### src/sv/ctt_pkg.sv
// Types, codes and byte-class helpers for the token segmenter.
// Depends on nothing; used by every module of the block.
`timescale 1ns / 1ps

package ctt_pkg;

    localparam int OUT_COL_BITS  = 12;
    localparam int OUT_LINE_BITS = 16;

    localparam logic [1:0] KIND_WORD     = 2'd0;
    localparam logic [1:0] KIND_SYMBOL   = 2'd1;
    localparam logic [1:0] KIND_LINE_END = 2'd2;

    localparam logic [7:0] CH_NEWLINE    = 8'h0A;
    localparam logic [7:0] CH_UNDERSCORE = 8'h5F;

    typedef struct packed {
        logic [1:0]               kind;
        logic [OUT_LINE_BITS-1:0] line_number;
        logic [OUT_COL_BITS-1:0]  start_column;
        logic [OUT_COL_BITS-1:0]  length;
        logic                     last_of_run;
    } t_result;

    // All results caused by one byte; second is used only when two is set.
    typedef struct packed {
        logic    two;
        t_result first;
        t_result second;
    } t_entry;

    typedef struct packed {
        logic full;
        logic empty;
    } t_queue_status;

    function automatic logic is_blank(input logic [7:0] c);
        return (c == 8'd32) || (c >= 8'd9 && c <= 8'd13);
    endfunction

    function automatic logic is_word(input logic [7:0] c);
        return (c >= 8'd48 && c <= 8'd57) || (c >= 8'd65 && c <= 8'd90) ||
               (c >= 8'd97 && c <= 8'd122) || (c == CH_UNDERSCORE);
    endfunction

endpackage

### src/sv/ctt_if.sv
// Stream interfaces of the token segmenter: source bytes in, tokens out.
// Depends on nothing.
`timescale 1ns / 1ps

interface ctt_in_if;
    logic       valid;
    logic       ready;
    logic [7:0] ch;
    logic       end_of_text;

    modport source (output valid, ch, end_of_text, input ready);
    modport sink   (input valid, ch, end_of_text, output ready);
endinterface

interface ctt_out_if;
    logic        valid;
    logic        ready;
    logic [1:0]  kind;
    logic [15:0] line_number;
    logic [11:0] start_column;
    logic [11:0] length;
    logic        last_of_run;

    modport source (output valid, kind, line_number, start_column, length, last_of_run,
                    input ready);
    modport sink   (input valid, kind, line_number, start_column, length, last_of_run,
                    output ready);
endinterface

### src/sv/char_class_token_segmenter.sv
// Top level of the character-class token segmenter: front end, queue, back end.
// Depends on ctt_pkg, ctt_if, ctt_front, ctt_queue and ctt_back.
//
//   channel   dir  handshake     payload
//   i_in      in   valid/ready   ch, end_of_text
//   o_out     out  valid/ready   kind, line_number, start_column, length, last_of_run
//
// One byte is accepted per cycle while the four-entry result queue has room.
// Results leave at one per cycle from the output register while the receiver
// is ready; a byte that closes a run and ends a line, or a non-blank byte
// that closes a run and ends the text, yields two results. Synchronous
// active-low reset clears run, column and line state and empties the
// queue. Output stalls fill the queue and then hold off input.
`timescale 1ns / 1ps

module char_class_token_segmenter import ctt_pkg::*; #(
    parameter int COLUMN_BITS = 12,
    parameter int LINE_BITS   = 16,
    parameter int QUEUE_DEPTH = 4
) (
    input  logic      i_clk,
    input  logic      i_rst_n,
    ctt_in_if.sink    i_in,
    ctt_out_if.source o_out
);

    t_queue_status queue_status;
    t_entry        push_entry, head_entry;
    logic          push, pop;

    ctt_front #(
        .COLUMN_BITS (COLUMN_BITS),
        .LINE_BITS   (LINE_BITS)
    ) u_front (
        .i_clk    (i_clk),
        .i_rst_n  (i_rst_n),
        .i_in     (i_in),
        .i_status (queue_status),
        .o_push   (push),
        .o_entry  (push_entry)
    );

    ctt_queue #(
        .DEPTH (QUEUE_DEPTH)
    ) u_queue (
        .i_clk    (i_clk),
        .i_rst_n  (i_rst_n),
        .i_push   (push),
        .i_entry  (push_entry),
        .i_pop    (pop),
        .o_head   (head_entry),
        .o_status (queue_status)
    );

    ctt_back u_back (
        .i_clk    (i_clk),
        .i_rst_n  (i_rst_n),
        .i_status (queue_status),
        .i_head   (head_entry),
        .o_pop    (pop),
        .o_out    (o_out)
    );

endmodule

### src/sv/ctt_front.sv
// Front end: accepts source bytes, classifies them, tracks run, column and
// line state, and pushes the results of each byte into the queue. Uses ctt_pkg.
`timescale 1ns / 1ps

module ctt_front import ctt_pkg::*; #(
    parameter int COLUMN_BITS = 12,
    parameter int LINE_BITS   = 16
) (
    input  logic          i_clk,
    input  logic          i_rst_n,
    ctt_in_if.sink        i_in,
    input  t_queue_status i_status,
    output logic          o_push,
    output t_entry        o_entry
);

    localparam logic [COLUMN_BITS-1:0] COL_MAX  = {COLUMN_BITS{1'b1}};
    localparam logic [LINE_BITS-1:0]   LINE_MAX = {LINE_BITS{1'b1}};

    logic                   r_in_run, n_in_run;
    logic                   r_run_is_symbol, n_run_is_symbol;
    logic [COLUMN_BITS-1:0] r_run_start, n_run_start;
    logic [COLUMN_BITS-1:0] r_column, n_column;
    logic [LINE_BITS-1:0]   r_line_count, n_line_count;

    logic                   accept;
    logic                   blank, newline, sym, eot;
    logic                   close_run, has_second;
    logic [COLUMN_BITS-1:0] col_inc;
    logic [COLUMN_BITS-1:0] flush_start;
    logic [COLUMN_BITS:0]   flush_diff;
    logic [COLUMN_BITS-1:0] flush_len;
    t_result                close_res, second_res;

    assign i_in.ready = !i_status.full;
    assign accept     = i_in.valid && i_in.ready;

    always_comb begin
        blank      = is_blank(i_in.ch);
        newline    = (i_in.ch == CH_NEWLINE);
        sym        = !is_word(i_in.ch);
        eot        = i_in.end_of_text;
        close_run  = r_in_run && (blank || (sym != r_run_is_symbol));
        has_second = blank ? newline : eot;
        col_inc    = (r_column != COL_MAX) ? r_column + 1'b1 : r_column;

        // The flushed run may start at this very byte.
        flush_start = (r_in_run && !close_run) ? r_run_start : r_column;
        flush_diff  = {1'b0, r_column} + 1'b1 - {1'b0, flush_start};
        flush_len   = flush_diff[COLUMN_BITS] ? COL_MAX : flush_diff[COLUMN_BITS-1:0];

        close_res.kind         = r_run_is_symbol ? KIND_SYMBOL : KIND_WORD;
        close_res.line_number  = OUT_LINE_BITS'(r_line_count);
        close_res.start_column = OUT_COL_BITS'(r_run_start);
        close_res.length       = OUT_COL_BITS'(r_column - r_run_start);
        close_res.last_of_run  = !has_second;

        if (blank) begin
            second_res.kind         = KIND_LINE_END;
            second_res.start_column = OUT_COL_BITS'(r_column);
            second_res.length       = '0;
        end else begin
            second_res.kind         = sym ? KIND_SYMBOL : KIND_WORD;
            second_res.start_column = OUT_COL_BITS'(flush_start);
            second_res.length       = OUT_COL_BITS'(flush_len);
        end
        second_res.line_number = OUT_LINE_BITS'(r_line_count);
        second_res.last_of_run = 1'b1;

        o_push       = accept && (close_run || has_second);
        o_entry.two  = close_run && has_second;
        o_entry.first  = close_run ? close_res : second_res;
        o_entry.second = second_res;

        n_in_run        = r_in_run;
        n_run_is_symbol = r_run_is_symbol;
        n_run_start     = r_run_start;
        n_column        = r_column;
        n_line_count    = r_line_count;
        if (eot) begin
            n_in_run        = 1'b0;
            n_run_is_symbol = 1'b0;
            n_run_start     = '0;
            n_column        = '0;
            n_line_count    = '0;
        end else if (blank) begin
            n_in_run = 1'b0;
            if (newline) begin
                n_column     = '0;
                n_line_count = (r_line_count != LINE_MAX) ? r_line_count + 1'b1
                                                          : r_line_count;
            end else begin
                n_column = col_inc;
            end
        end else begin
            n_in_run = 1'b1;
            if (!r_in_run || close_run) begin
                n_run_is_symbol = sym;
                n_run_start     = r_column;
            end
            n_column = col_inc;
        end
    end

    always_ff @(posedge i_clk) begin
        if (!i_rst_n) begin
            r_in_run        <= 1'b0;
            r_run_is_symbol <= 1'b0;
            r_run_start     <= '0;
            r_column        <= '0;
            r_line_count    <= '0;
        end else if (accept) begin
            r_in_run        <= n_in_run;
            r_run_is_symbol <= n_run_is_symbol;
            r_run_start     <= n_run_start;
            r_column        <= n_column;
            r_line_count    <= n_line_count;
        end
    end

endmodule

### src/sv/ctt_queue.sv
// Short queue of per-byte result entries between the front and back ends.
// Uses ctt_pkg for the entry type and the status struct.
`timescale 1ns / 1ps

module ctt_queue import ctt_pkg::*; #(
    parameter int DEPTH = 4
) (
    input  logic          i_clk,
    input  logic          i_rst_n,
    input  logic          i_push,
    input  t_entry        i_entry,
    input  logic          i_pop,
    output t_entry        o_head,
    output t_queue_status o_status
);

    localparam int PTR_BITS = $clog2(DEPTH);
    localparam int CNT_BITS = $clog2(DEPTH + 1);
    localparam logic [PTR_BITS-1:0] PTR_LAST = PTR_BITS'(DEPTH - 1);
    localparam logic [CNT_BITS-1:0] CNT_FULL = CNT_BITS'(DEPTH);

    t_entry              r_slots [DEPTH];
    logic [PTR_BITS-1:0] r_wr_ptr, r_rd_ptr;
    logic [CNT_BITS-1:0] r_count;
    logic                do_push, do_pop;

    assign o_status.full  = (r_count == CNT_FULL);
    assign o_status.empty = (r_count == '0);
    assign do_push        = i_push && !o_status.full;
    assign do_pop         = i_pop && !o_status.empty;
    assign o_head         = r_slots[r_rd_ptr];

    always_ff @(posedge i_clk) begin
        if (!i_rst_n) begin
            r_wr_ptr <= '0;
            r_rd_ptr <= '0;
            r_count  <= '0;
        end else begin
            if (do_push) begin
                r_wr_ptr <= (r_wr_ptr == PTR_LAST) ? '0 : r_wr_ptr + 1'b1;
            end
            if (do_pop) begin
                r_rd_ptr <= (r_rd_ptr == PTR_LAST) ? '0 : r_rd_ptr + 1'b1;
            end
            if (do_push && !do_pop) begin
                r_count <= r_count + 1'b1;
            end else if (do_pop && !do_push) begin
                r_count <= r_count - 1'b1;
            end
        end
    end

    always_ff @(posedge i_clk) begin
        if (do_push) begin
            r_slots[r_wr_ptr] <= i_entry;
        end
    end

endmodule

### src/sv/ctt_back.sv
// Back end: unpacks queue entries into single results and drives the
// registered output channel. Uses ctt_pkg and ctt_out_if.
`timescale 1ns / 1ps

module ctt_back import ctt_pkg::*; (
    input  logic          i_clk,
    input  logic          i_rst_n,
    input  t_queue_status i_status,
    input  t_entry        i_head,
    output logic          o_pop,
    ctt_out_if.source     o_out
);

    logic    r_valid;
    t_result r_result;
    logic    r_pend_valid;
    t_result r_pend;
    logic    load;

    // A held second result goes out before the queue is read again.
    assign load  = (!r_valid || o_out.ready) && (r_pend_valid || !i_status.empty);
    assign o_pop = load && !r_pend_valid;

    always_ff @(posedge i_clk) begin
        if (!i_rst_n) begin
            r_valid      <= 1'b0;
            r_pend_valid <= 1'b0;
        end else begin
            if (load) begin
                r_valid <= 1'b1;
            end else if (o_out.ready) begin
                r_valid <= 1'b0;
            end
            if (load) begin
                r_pend_valid <= !r_pend_valid && i_head.two;
            end
        end
    end

    always_ff @(posedge i_clk) begin
        if (load) begin
            r_result <= r_pend_valid ? r_pend : i_head.first;
            if (!r_pend_valid) begin
                r_pend <= i_head.second;
            end
        end
    end

    assign o_out.valid        = r_valid;
    assign o_out.kind         = r_result.kind;
    assign o_out.line_number  = r_result.line_number;
    assign o_out.start_column = r_result.start_column;
    assign o_out.length       = r_result.length;
    assign o_out.last_of_run  = r_result.last_of_run;

endmodule

### src/flat_wrapper.sv
// flat-port wrapper written by rule: the top's interface ports become plain ports
module char_class_token_segmenter_flat import ctt_pkg::*;
#(
    parameter int COLUMN_BITS = 12,
    parameter int LINE_BITS   = 16,
    parameter int QUEUE_DEPTH = 4
)
  (i_clk, i_rst_n, i_in_valid, i_in_ch, i_in_end_of_text, i_in_ready, o_out_valid, o_out_kind, o_out_line_number, o_out_start_column, o_out_length, o_out_last_of_run, o_out_ready);
  ctt_in_if i_in_i ();
  ctt_out_if o_out_i ();
  input  logic i_clk;
  input  logic i_rst_n;
  input wire logic [$bits(i_in_i.valid)-1:0] i_in_valid;
  input wire logic [$bits(i_in_i.ch)-1:0] i_in_ch;
  input wire logic [$bits(i_in_i.end_of_text)-1:0] i_in_end_of_text;
  output wire logic [$bits(i_in_i.ready)-1:0] i_in_ready;
  output wire logic [$bits(o_out_i.valid)-1:0] o_out_valid;
  output wire logic [$bits(o_out_i.kind)-1:0] o_out_kind;
  output wire logic [$bits(o_out_i.line_number)-1:0] o_out_line_number;
  output wire logic [$bits(o_out_i.start_column)-1:0] o_out_start_column;
  output wire logic [$bits(o_out_i.length)-1:0] o_out_length;
  output wire logic [$bits(o_out_i.last_of_run)-1:0] o_out_last_of_run;
  input wire logic [$bits(o_out_i.ready)-1:0] o_out_ready;
  assign i_in_i.valid = i_in_valid;
  assign i_in_i.ch = i_in_ch;
  assign i_in_i.end_of_text = i_in_end_of_text;
  assign i_in_ready = i_in_i.ready;
  assign o_out_valid = o_out_i.valid;
  assign o_out_kind = o_out_i.kind;
  assign o_out_line_number = o_out_i.line_number;
  assign o_out_start_column = o_out_i.start_column;
  assign o_out_length = o_out_i.length;
  assign o_out_last_of_run = o_out_i.last_of_run;
  assign o_out_i.ready = o_out_ready;
  char_class_token_segmenter #(.COLUMN_BITS(COLUMN_BITS), .LINE_BITS(LINE_BITS), .QUEUE_DEPTH(QUEUE_DEPTH)) u_core (.i_clk(i_clk), .i_rst_n(i_rst_n), .i_in(i_in_i), .o_out(o_out_i));
endmodule
### config.mk
export PLATFORM = sky130hd
export DESIGN_NAME = char_class_token_segmenter_flat
export DESIGN_NICKNAME = d
export VERILOG_FILES = /design/src/sv/ctt_pkg.sv /design/src/sv/ctt_if.sv /design/src/sv/char_class_token_segmenter.sv /design/src/sv/ctt_front.sv /design/src/sv/ctt_queue.sv /design/src/sv/ctt_back.sv /design/src/flat_wrapper.sv
export SDC_FILE = /design/constraint.sdc
export NUM_CORES = 1
export LEC_CHECK = 0
export BUFFER_PORTS_ARGS = -buffer_cell sky130_fd_sc_hd__buf_4
export CORE_MARGIN = 3
export CORE_UTILIZATION = 56
export DETAILED_ROUTE_END_ITERATION = 10
export PLACE_DENSITY = 0.76
export SYNTH_ARGS = -nofsm -noshare
export SYNTH_HDL_FRONTEND = slang
export SYNTH_SLANG_ARGS = --single-unit
export TNS_END_PERCENT = 30
### constraint.sdc
create_clock -name i_clk -period 5.55 [get_ports i_clk]
set_input_delay 0 -clock i_clk [delete_from_list [all_inputs] [get_ports i_clk]]
set_output_delay 0 -clock i_clk [all_outputs]
set_load 0.05 [all_outputs]
=== Yosys cells after proc, flatten, opt, wreduce, memory -nomap -nowiden ===
Memory sizes are Yosys's and may differ from the RTL's. A register that Yosys moved wholly into a read port is not among the register bits.
Cells that the tools add are included.

* Add/sub/neg operators: 9
* Multipliers: 0
* Divide/modulo/power cells: 0
* Magnitude comparators: 8
* Eq/ne operators: 10
* Shift operators: 0
* Muxes and demuxes: 35
* Bitwise logic cells: 1
* Reductions and logical operators: 45

{| class="wikitable"
|+ Operator list
! cell !! number
|-
| two-way mux 12 bit || 9
|-
| two-way mux 43 bit || 2
|-
| two-way mux 16 bit || 4
|-
| two-way mux 24 bit || 1
|-
| adder 16 x 1 -> 16 bit, second input constant || 1
|-
| greater-or-equal comparator 8 x 7 -> 1 bit, second input constant || 2
|-
| less-or-equal comparator 8 x 7 -> 1 bit, second input constant || 2
|-
| logical AND 1 bit || 16
|-
| != test 16 bit, second input constant || 1
|-
| adder 12 x 1 -> 13 bit, second input constant || 1
|-
| subtractor 13 x 12 -> 13 bit || 1
|-
| adder 12 x 1 -> 12 bit, second input constant || 1
|-
| two-way mux 1 bit || 12
|-
| != test 12 bit, second input constant || 1
|-
| nonzero test 2 bit || 6
|-
| subtractor 12 bit || 1
|-
| logical NOT 1 bit || 10
|-
| two-way mux 2 bit || 5
|-
| logical OR 1 bit || 9
|-
| == test 8 x 4 -> 1 bit, second input constant || 1
|-
| == test 8 x 6 -> 1 bit, second input constant || 1
|-
| == test 8 x 7 -> 1 bit, second input constant || 1
|-
| greater-or-equal comparator 8 x 4 -> 1 bit, second input constant || 1
|-
| greater-or-equal comparator 8 x 6 -> 1 bit, second input constant || 1
|-
| other kinds (15) || 18
|}

* Register bits after elaboration: 137
* Latch bits: 0
* RAM bits: 344
* ROM bits: 0
* Output and inout bits: 45
* Logic and storage cells: 129
* Memories: 1

{| class="wikitable"
|+ Memories
! name !! depth !! width !! rd ports !! clocked after memory_dff !! wr ports !! line !! text
|-
| u_core.u_queue.r_slots || 4 || 86 || 1 || 1 || 1 || ctt_queue.sv:22 || <nowiki>t_entry r_slots [DEPTH];</nowiki>
|}

=== Logic depth before layout (Yosys ltp) ===
* Word-level depth: 16
* Gate-level depth with buffers: 19

=== Hierarchy ===
From an unflattened synthesis, not the netlist that was laid out.

* Cell total of the unflattened synthesis: 1,182
* Area, all modules: 20,539.7 um^2

{| class="wikitable"
|+ Modules (own cells, without submodules)
! module !! times used !! cells each !! area each (um^2) !! seq. area each (um^2)
|-
| ctt_queue || 1 || 506 || 13,028.7 || 10,630.2
|-
| ctt_front || 1 || 531 || 4,244.1 || 840.8
|-
| ctt_back || 1 || 145 || 3,266.9 || 2,622.5
|}

=== Worst setup path after synthesis ===
Ideal clock, no wire load.

* Path type: register to register
* Start point: reg u_core.u_back.r_valid, in the netlist u_core.u_back.o_out.valid
* End point: reg u_core.u_queue.r_count[2]
* Setup time: 0.076 ns
* Arrival time: 5.249 ns
* Data required time: 5.474 ns
* Setup slack: 0.226 ns
* Cell stages (with the launch flop): 10
* Buffers on the path: 0
* Path through: dfxtp_1 nor2b_1 nor3_1 inv_1 ha_1 inv_1 fa_1 xor2_1 or3_1 a21boi_0

* Cells in the longest elaborated chain, start to end: 8
* Elaborated cells between the ends (all ways): 10
* Classes of those cells: mux (1); reduce/logical (9)

{| class="wikitable"
|+ RTL lines
! item !! line !! text
|-
| start: declaration || ctt_back.sv:14 || <nowiki>logic r_valid;</nowiki>
|-
| start signal: assignment || ctt_back.sv:26 || <nowiki>r_valid <= 1'b0;</nowiki>
|-
| start signal: assignment || ctt_back.sv:30 || <nowiki>r_valid <= 1'b1;</nowiki>
|-
| start signal: assignment || ctt_back.sv:32 || <nowiki>r_valid <= 1'b0;</nowiki>
|-
| logical NOT 1 bit (*) || ctt_back.sv:21 || <nowiki>assign load = (!r_valid || o_out.ready) && (r_pend_valid || !i_status.empty);</nowiki>
|-
| logical OR 1 bit (*) || ctt_back.sv:21 ||
|-
| logical AND 1 bit (*) || ctt_back.sv:21 ||
|-
| logical AND 1 bit (*) || ctt_back.sv:22 || <nowiki>assign o_pop = load && !r_pend_valid;</nowiki>
|-
| net u_core.pop || char_class_token_segmenter.sv:29 || <nowiki>logic push, pop;</nowiki>
|-
| logical AND 1 bit (*) || ctt_queue.sv:30 || <nowiki>assign do_pop = i_pop && !o_status.empty;</nowiki>
|-
| logical NOT 1 bit || ctt_queue.sv:45 || <nowiki>if (do_push && !do_pop) begin</nowiki>
|-
| logical AND 1 bit || ctt_queue.sv:45 ||
|-
| two-way mux 3 bit or nonzero test 2 bit (tied branches) || -- ||
|-
| end signal: assignment || ctt_queue.sv:46 || <nowiki>r_count <= r_count + 1'b1;</nowiki>
|-
| end signal: assignment || ctt_queue.sv:48 || <nowiki>r_count <= r_count - 1'b1;</nowiki>
|-
| end: declaration || ctt_queue.sv:24 || <nowiki>logic [CNT_BITS-1:0] r_count;</nowiki>
|}

The timed path passes the listed nets; every way through them passes the cells marked *.
A chain may end at the register's enable or synchronous reset.

==> qor.yml <==
run_status:
  status: "finished, final reports clean"
power_and_ir_drop:
  power_density_mw_per_mm2: 481.6
  p_comb_frac: 0.269
  p_sw_frac: 0.3066
  p_sw_mw: 2.922
  seqPwrFrac: 0.463
  p_int_mw: 6.607
  p_leak_nw: 6.623
  vdd_drop_max_mv: 0.5266
  power_mw: 9.529
  pwr-share-clk: 0.268
worst_setup_path:
  r2r-end: "u_core.u_queue.r_slots[0][47]"
  critPathRequiredTime_ns: 5.82
  crit_family: "simple AND/OR/NAND/NOR gates"
  cp_cell_sequence: "dlygate4sd3_1, buf_4, or3_1, o32a_1, inv_2, nor2_4, mux2i_1, ha_1, ha_1, a21oi_1, o22ai_1, or4_1, mux2i_1, or2_1, a21oi_2, mux2_2"
  r2r_start: "u_core.u_front.r_run_is_symbol"
  path_buf_inv: 3
  worst-endpoint-arrival_ns: 4.78
  start_kind: "primary input"
  slowest_delay_ns: 0.53
  cp_slowest_cell: "dlygate4sd3_1"
  r2r_setup_slack_ns: 1.30
  worst-setup-path-type: "primary input to flop"
  crit_fanout: 17
  cp-end-kind: "flop"
  r2r_cells: 14
routing:
  wl_met3_mm: 1.922
  wl_met2_mm: 15.68
  routed_wl_mm: 33.47
  drt_first_pass_iters: 5
  viasPerCell: 5.979
  highest_layer: "met4"
  drc: 0
  drt-wirelength-per-cell_um: 21.75
  drtIter0Drc: 726
  drtAntennaViolNets: 0
  vias: 9201
  drt-met1-wl_mm: 15.20
final_layout:
  final_util: 0.6418
  antennaDiodeCount: 0
  area_growth_pct: 12.25
  nNetsFinal: 1169
  fillers: 2110
  final_cell_area_mm2: 0.01979
  multi_input_area_mm2: 0.005308
  instances_no_fill: 1539
  layout-drive-gt1-share: 0.2581
  regArea_mm2: 0.01203
yosys:
  yosysWarnings: 0
  synth.distinct_cells: 69
  ys_seq_elements: 418
  yosysTopAreaCell: "edfxtp_1"
  synth_top_area_share: 0.6218
  synth_fp_nets: 1088
  ys_seq_area_frac: 0.6820
  async_flop_share: 0
  synth.avg_cell_area_um2: 17.11
  synthCells: 1030
  synth_edf_count: 365
  synth.area.top_cells: "edfxtp_1 62%, mux4_2 8.9%, dfxtp_1 6.0%"
  syn-cell-area_mm2: 0.01763
  ys.flop_type: "edfxtp_1"
clock_network:
  h-tree-depth: 2
  cts.sinks: 418
  cts_buffer_depth: 3
  clk_latency_ns: 0.54
  post-cts-setup-buffer-count: 0
  cts_resized: 0
  ctsHoldBuffers: 7
  cts_made_buffers: 42
  cts_tree: "done"
  clock-root-buffer: "clkbuf_16"
  path_clk_slew_ns: 0.06
sta:
  whs_ns: 0.1121
  rsz0062_at_grt: "no"
  finalHoldViolations: 0
  tns_ns: 0
  fmax_mhz: 221.8
  setup_viol: 0
  worst_slack_ns: 1.041
  finalCriticalPeriod_ns: 4.509
  fin_crit_sh: 0.8124
  maxSlewHeadroom: 0.2419
  fin_worst_skew_ns: 0.02818
  drv_slew: 0
  worst_pin_slew_ns: 1.137
global_routing:
  first_global_vias: 9485
  grt_max_degree: 71
  antenna_found_initial: 0
  grt_pass1_wl_mm: 52.93
  grt-ovfl-total: 0
  grt_usage: 0.2027
placement:
  port_buffers: 57
  placed_area_mm2: 0.01848
  post-place-ws_ns: 1.045
  gp_congestion: 0.8952
  dpl.hpwl_mm: 20.72
  dp_cells: 1456
floorplan:
  die_h_um: 183.4
  die_w_um: 183.4
  dieArea_mm2: 0.03364
  pin_count: 58
  start_util: 0.5718
  fp-row-count: 64
  core_area_mm2: 0.03083
job:
  cap_violations: 0
hold_path:
  hold_end: "u_core.u_front.r_column[11]"
  hold_path.startpoint: "i_in_ch[1]"
  hp-class: "primary input to flop"
  hold-path-cell-count: 4
[cell usage after synthesis (13+ instances only)]
master / number
nor2b_1: 15
o21ai_0: 20
nor2_1: 52
nor3_1: 16
xor2_1: 22
a22o_1: 13
mux2_2: 62
inv_1: 27
a21oi_1: 22
mux2i_1: 21
xnor2_1: 17
edfxtp_1: 365
mux4_2: 70
nand2_1: 30
ha_1: 42
clkbuf_1: 25
dfxtp_1: 53
[final cells by class]
cell class | count | share of cell area
Timing Repair Buffer | 79 | 0.03086
Multi-Input combinational cell | 542 | 0.2682
Inverter | 28 | 0.005312
Clock buffer | 57 | 0.05697
Tap cell | 396 | 0.02504
Sequential cell | 418 | 0.6079
Clock inverter | 19 | 0.005691
[worst max path at each step]
stage | slack, ns | cells past startpoint | to | startpoint
2_1_floorplan | 0.23 | 9 | u_core.u_queue.r_count[2] | u_core.u_back.o_out.valid
3_3_place_gp | 1.13 | 17 | u_core.u_queue.r_slots[0][47] | i_in_ch[5]
3_5_place_dp | 1.04 | 18 | u_core.u_queue.r_slots[0][47] | i_in_ch[5]
4_1_cts | 1.08 | 19 | u_core.u_queue.r_slots[0][47] | i_in_ch[4]
5_1_grt | 0.74 | 19 | u_core.u_queue.r_slots[1][47] | i_in_ch[4]
6_report | 1.04 | 16 | u_core.u_queue.r_slots[0][47] | i_in_ch[4]
[power groups by stage]
| stage | combinational [mW] | sequential, mW | clock, mW |
|---|---|---|---|
| after floorplan | 1.38 | 4.96 | 0 |
| after global placement | 2.57 | 4.46 | 0 |
| after detailed placement | 2.60 | 4.48 | 0 |
| after CTS | 2.62 | 4.42 | 2.61 |
| after global routing | 2.74 | 4.47 | 2.74 |
| final | 2.57 | 4.41 | 2.55 |
[registers in the layout, summed over array words and instances (netlist names), named ones only]
name	count
u_core.u_back.o_out.line_number	16
u_core.u_back.o_out.last_of_run	1
u_core.u_queue.r_slots	280
u_core.u_front.r_line_count	16
u_core.u_front.r_in_run	1
u_core.u_front.r_run_is_symbol	1
u_core.u_back.o_out.start_column	12
u_core.u_front.r_column	12
u_core.u_queue.r_wr_ptr	2
u_core.u_queue.r_rd_ptr	2
u_core.u_front.r_run_start	12
u_core.u_queue.r_count	3
u_core.u_back.r_pend_valid	1
u_core.u_back.o_out.kind	2
u_core.u_back.o_out.valid	1
u_core.u_back.o_out.length	12
u_core.u_back.r_pend	42
[kinds of logic after synthesis]
| logic type | count (synthesis) | synth area share |
|---|---|---|
| adders and majority gates | 45 | 0.03322 |
| AOI/OAI and AO/OA | 115 | 0.04763 |
| muxes | 158 | 0.1442 |
| xor gates and xnor gates | 40 | 0.02094 |
| and+or+nand+nor | 184 | 0.05388 |
| buffers and inverters | 70 | 0.01817 |
| DFF | 418 | 0.6820 |
[placed cells by master (no fill, tap or decap), types with 7 or more instances in the layout]
cell / n
o21ai_0: 20
mux2i_1: 21
edfxtp_1: 365
mux2_2: 62
a21oi_1: 22
dfxtp_1: 50
clkbuf_16: 42
xor2_1: 22
nand3_1: 12
nor3_1: 15
nor2b_1: 15
clkinv_2: 8
buf_4: 72
mux4_2: 70
clkbuf_1: 13
a21oi_2: 7
a22o_1: 13
nor2_1: 51
xnor2_1: 17
nand2b_1: 7
dlygate4sd3_1: 7
o21a_1: 7
nand2_1: 30
nand4_1: 12
inv_1: 27
ha_1: 42
[metal layers]
| metal | track usage | up-vias |
|---|---|---|
| li1 | - | 4215 |
| met1 | 0.3001 | 4682 |
| met2 | 0.3184 | 250 |
| met3 | 0.03403 | 54 |
| met4 | 0.05515 | 0 |
| met5 | 0 | - |
[worst register-to-register path: cells and delay by family, from the launching register on]
| family | cells | cell delay, ns |
|---|---|---|
| flip-flops | 1 | 0.49 |
| buffers and inverters | 1 | 0.32 |
| multiplexers | 3 | 0.64 |
| adder cells (fa/ha/maj) | 2 | 0.41 |
| XOR/XNOR | 1 | 0.19 |
| AO/OA/AOI/OAI | 3 | 0.55 |
| AND/OR/NAND/NOR | 4 | 1.41 |
Note: power is estimated with default switching activity, not from simulation.
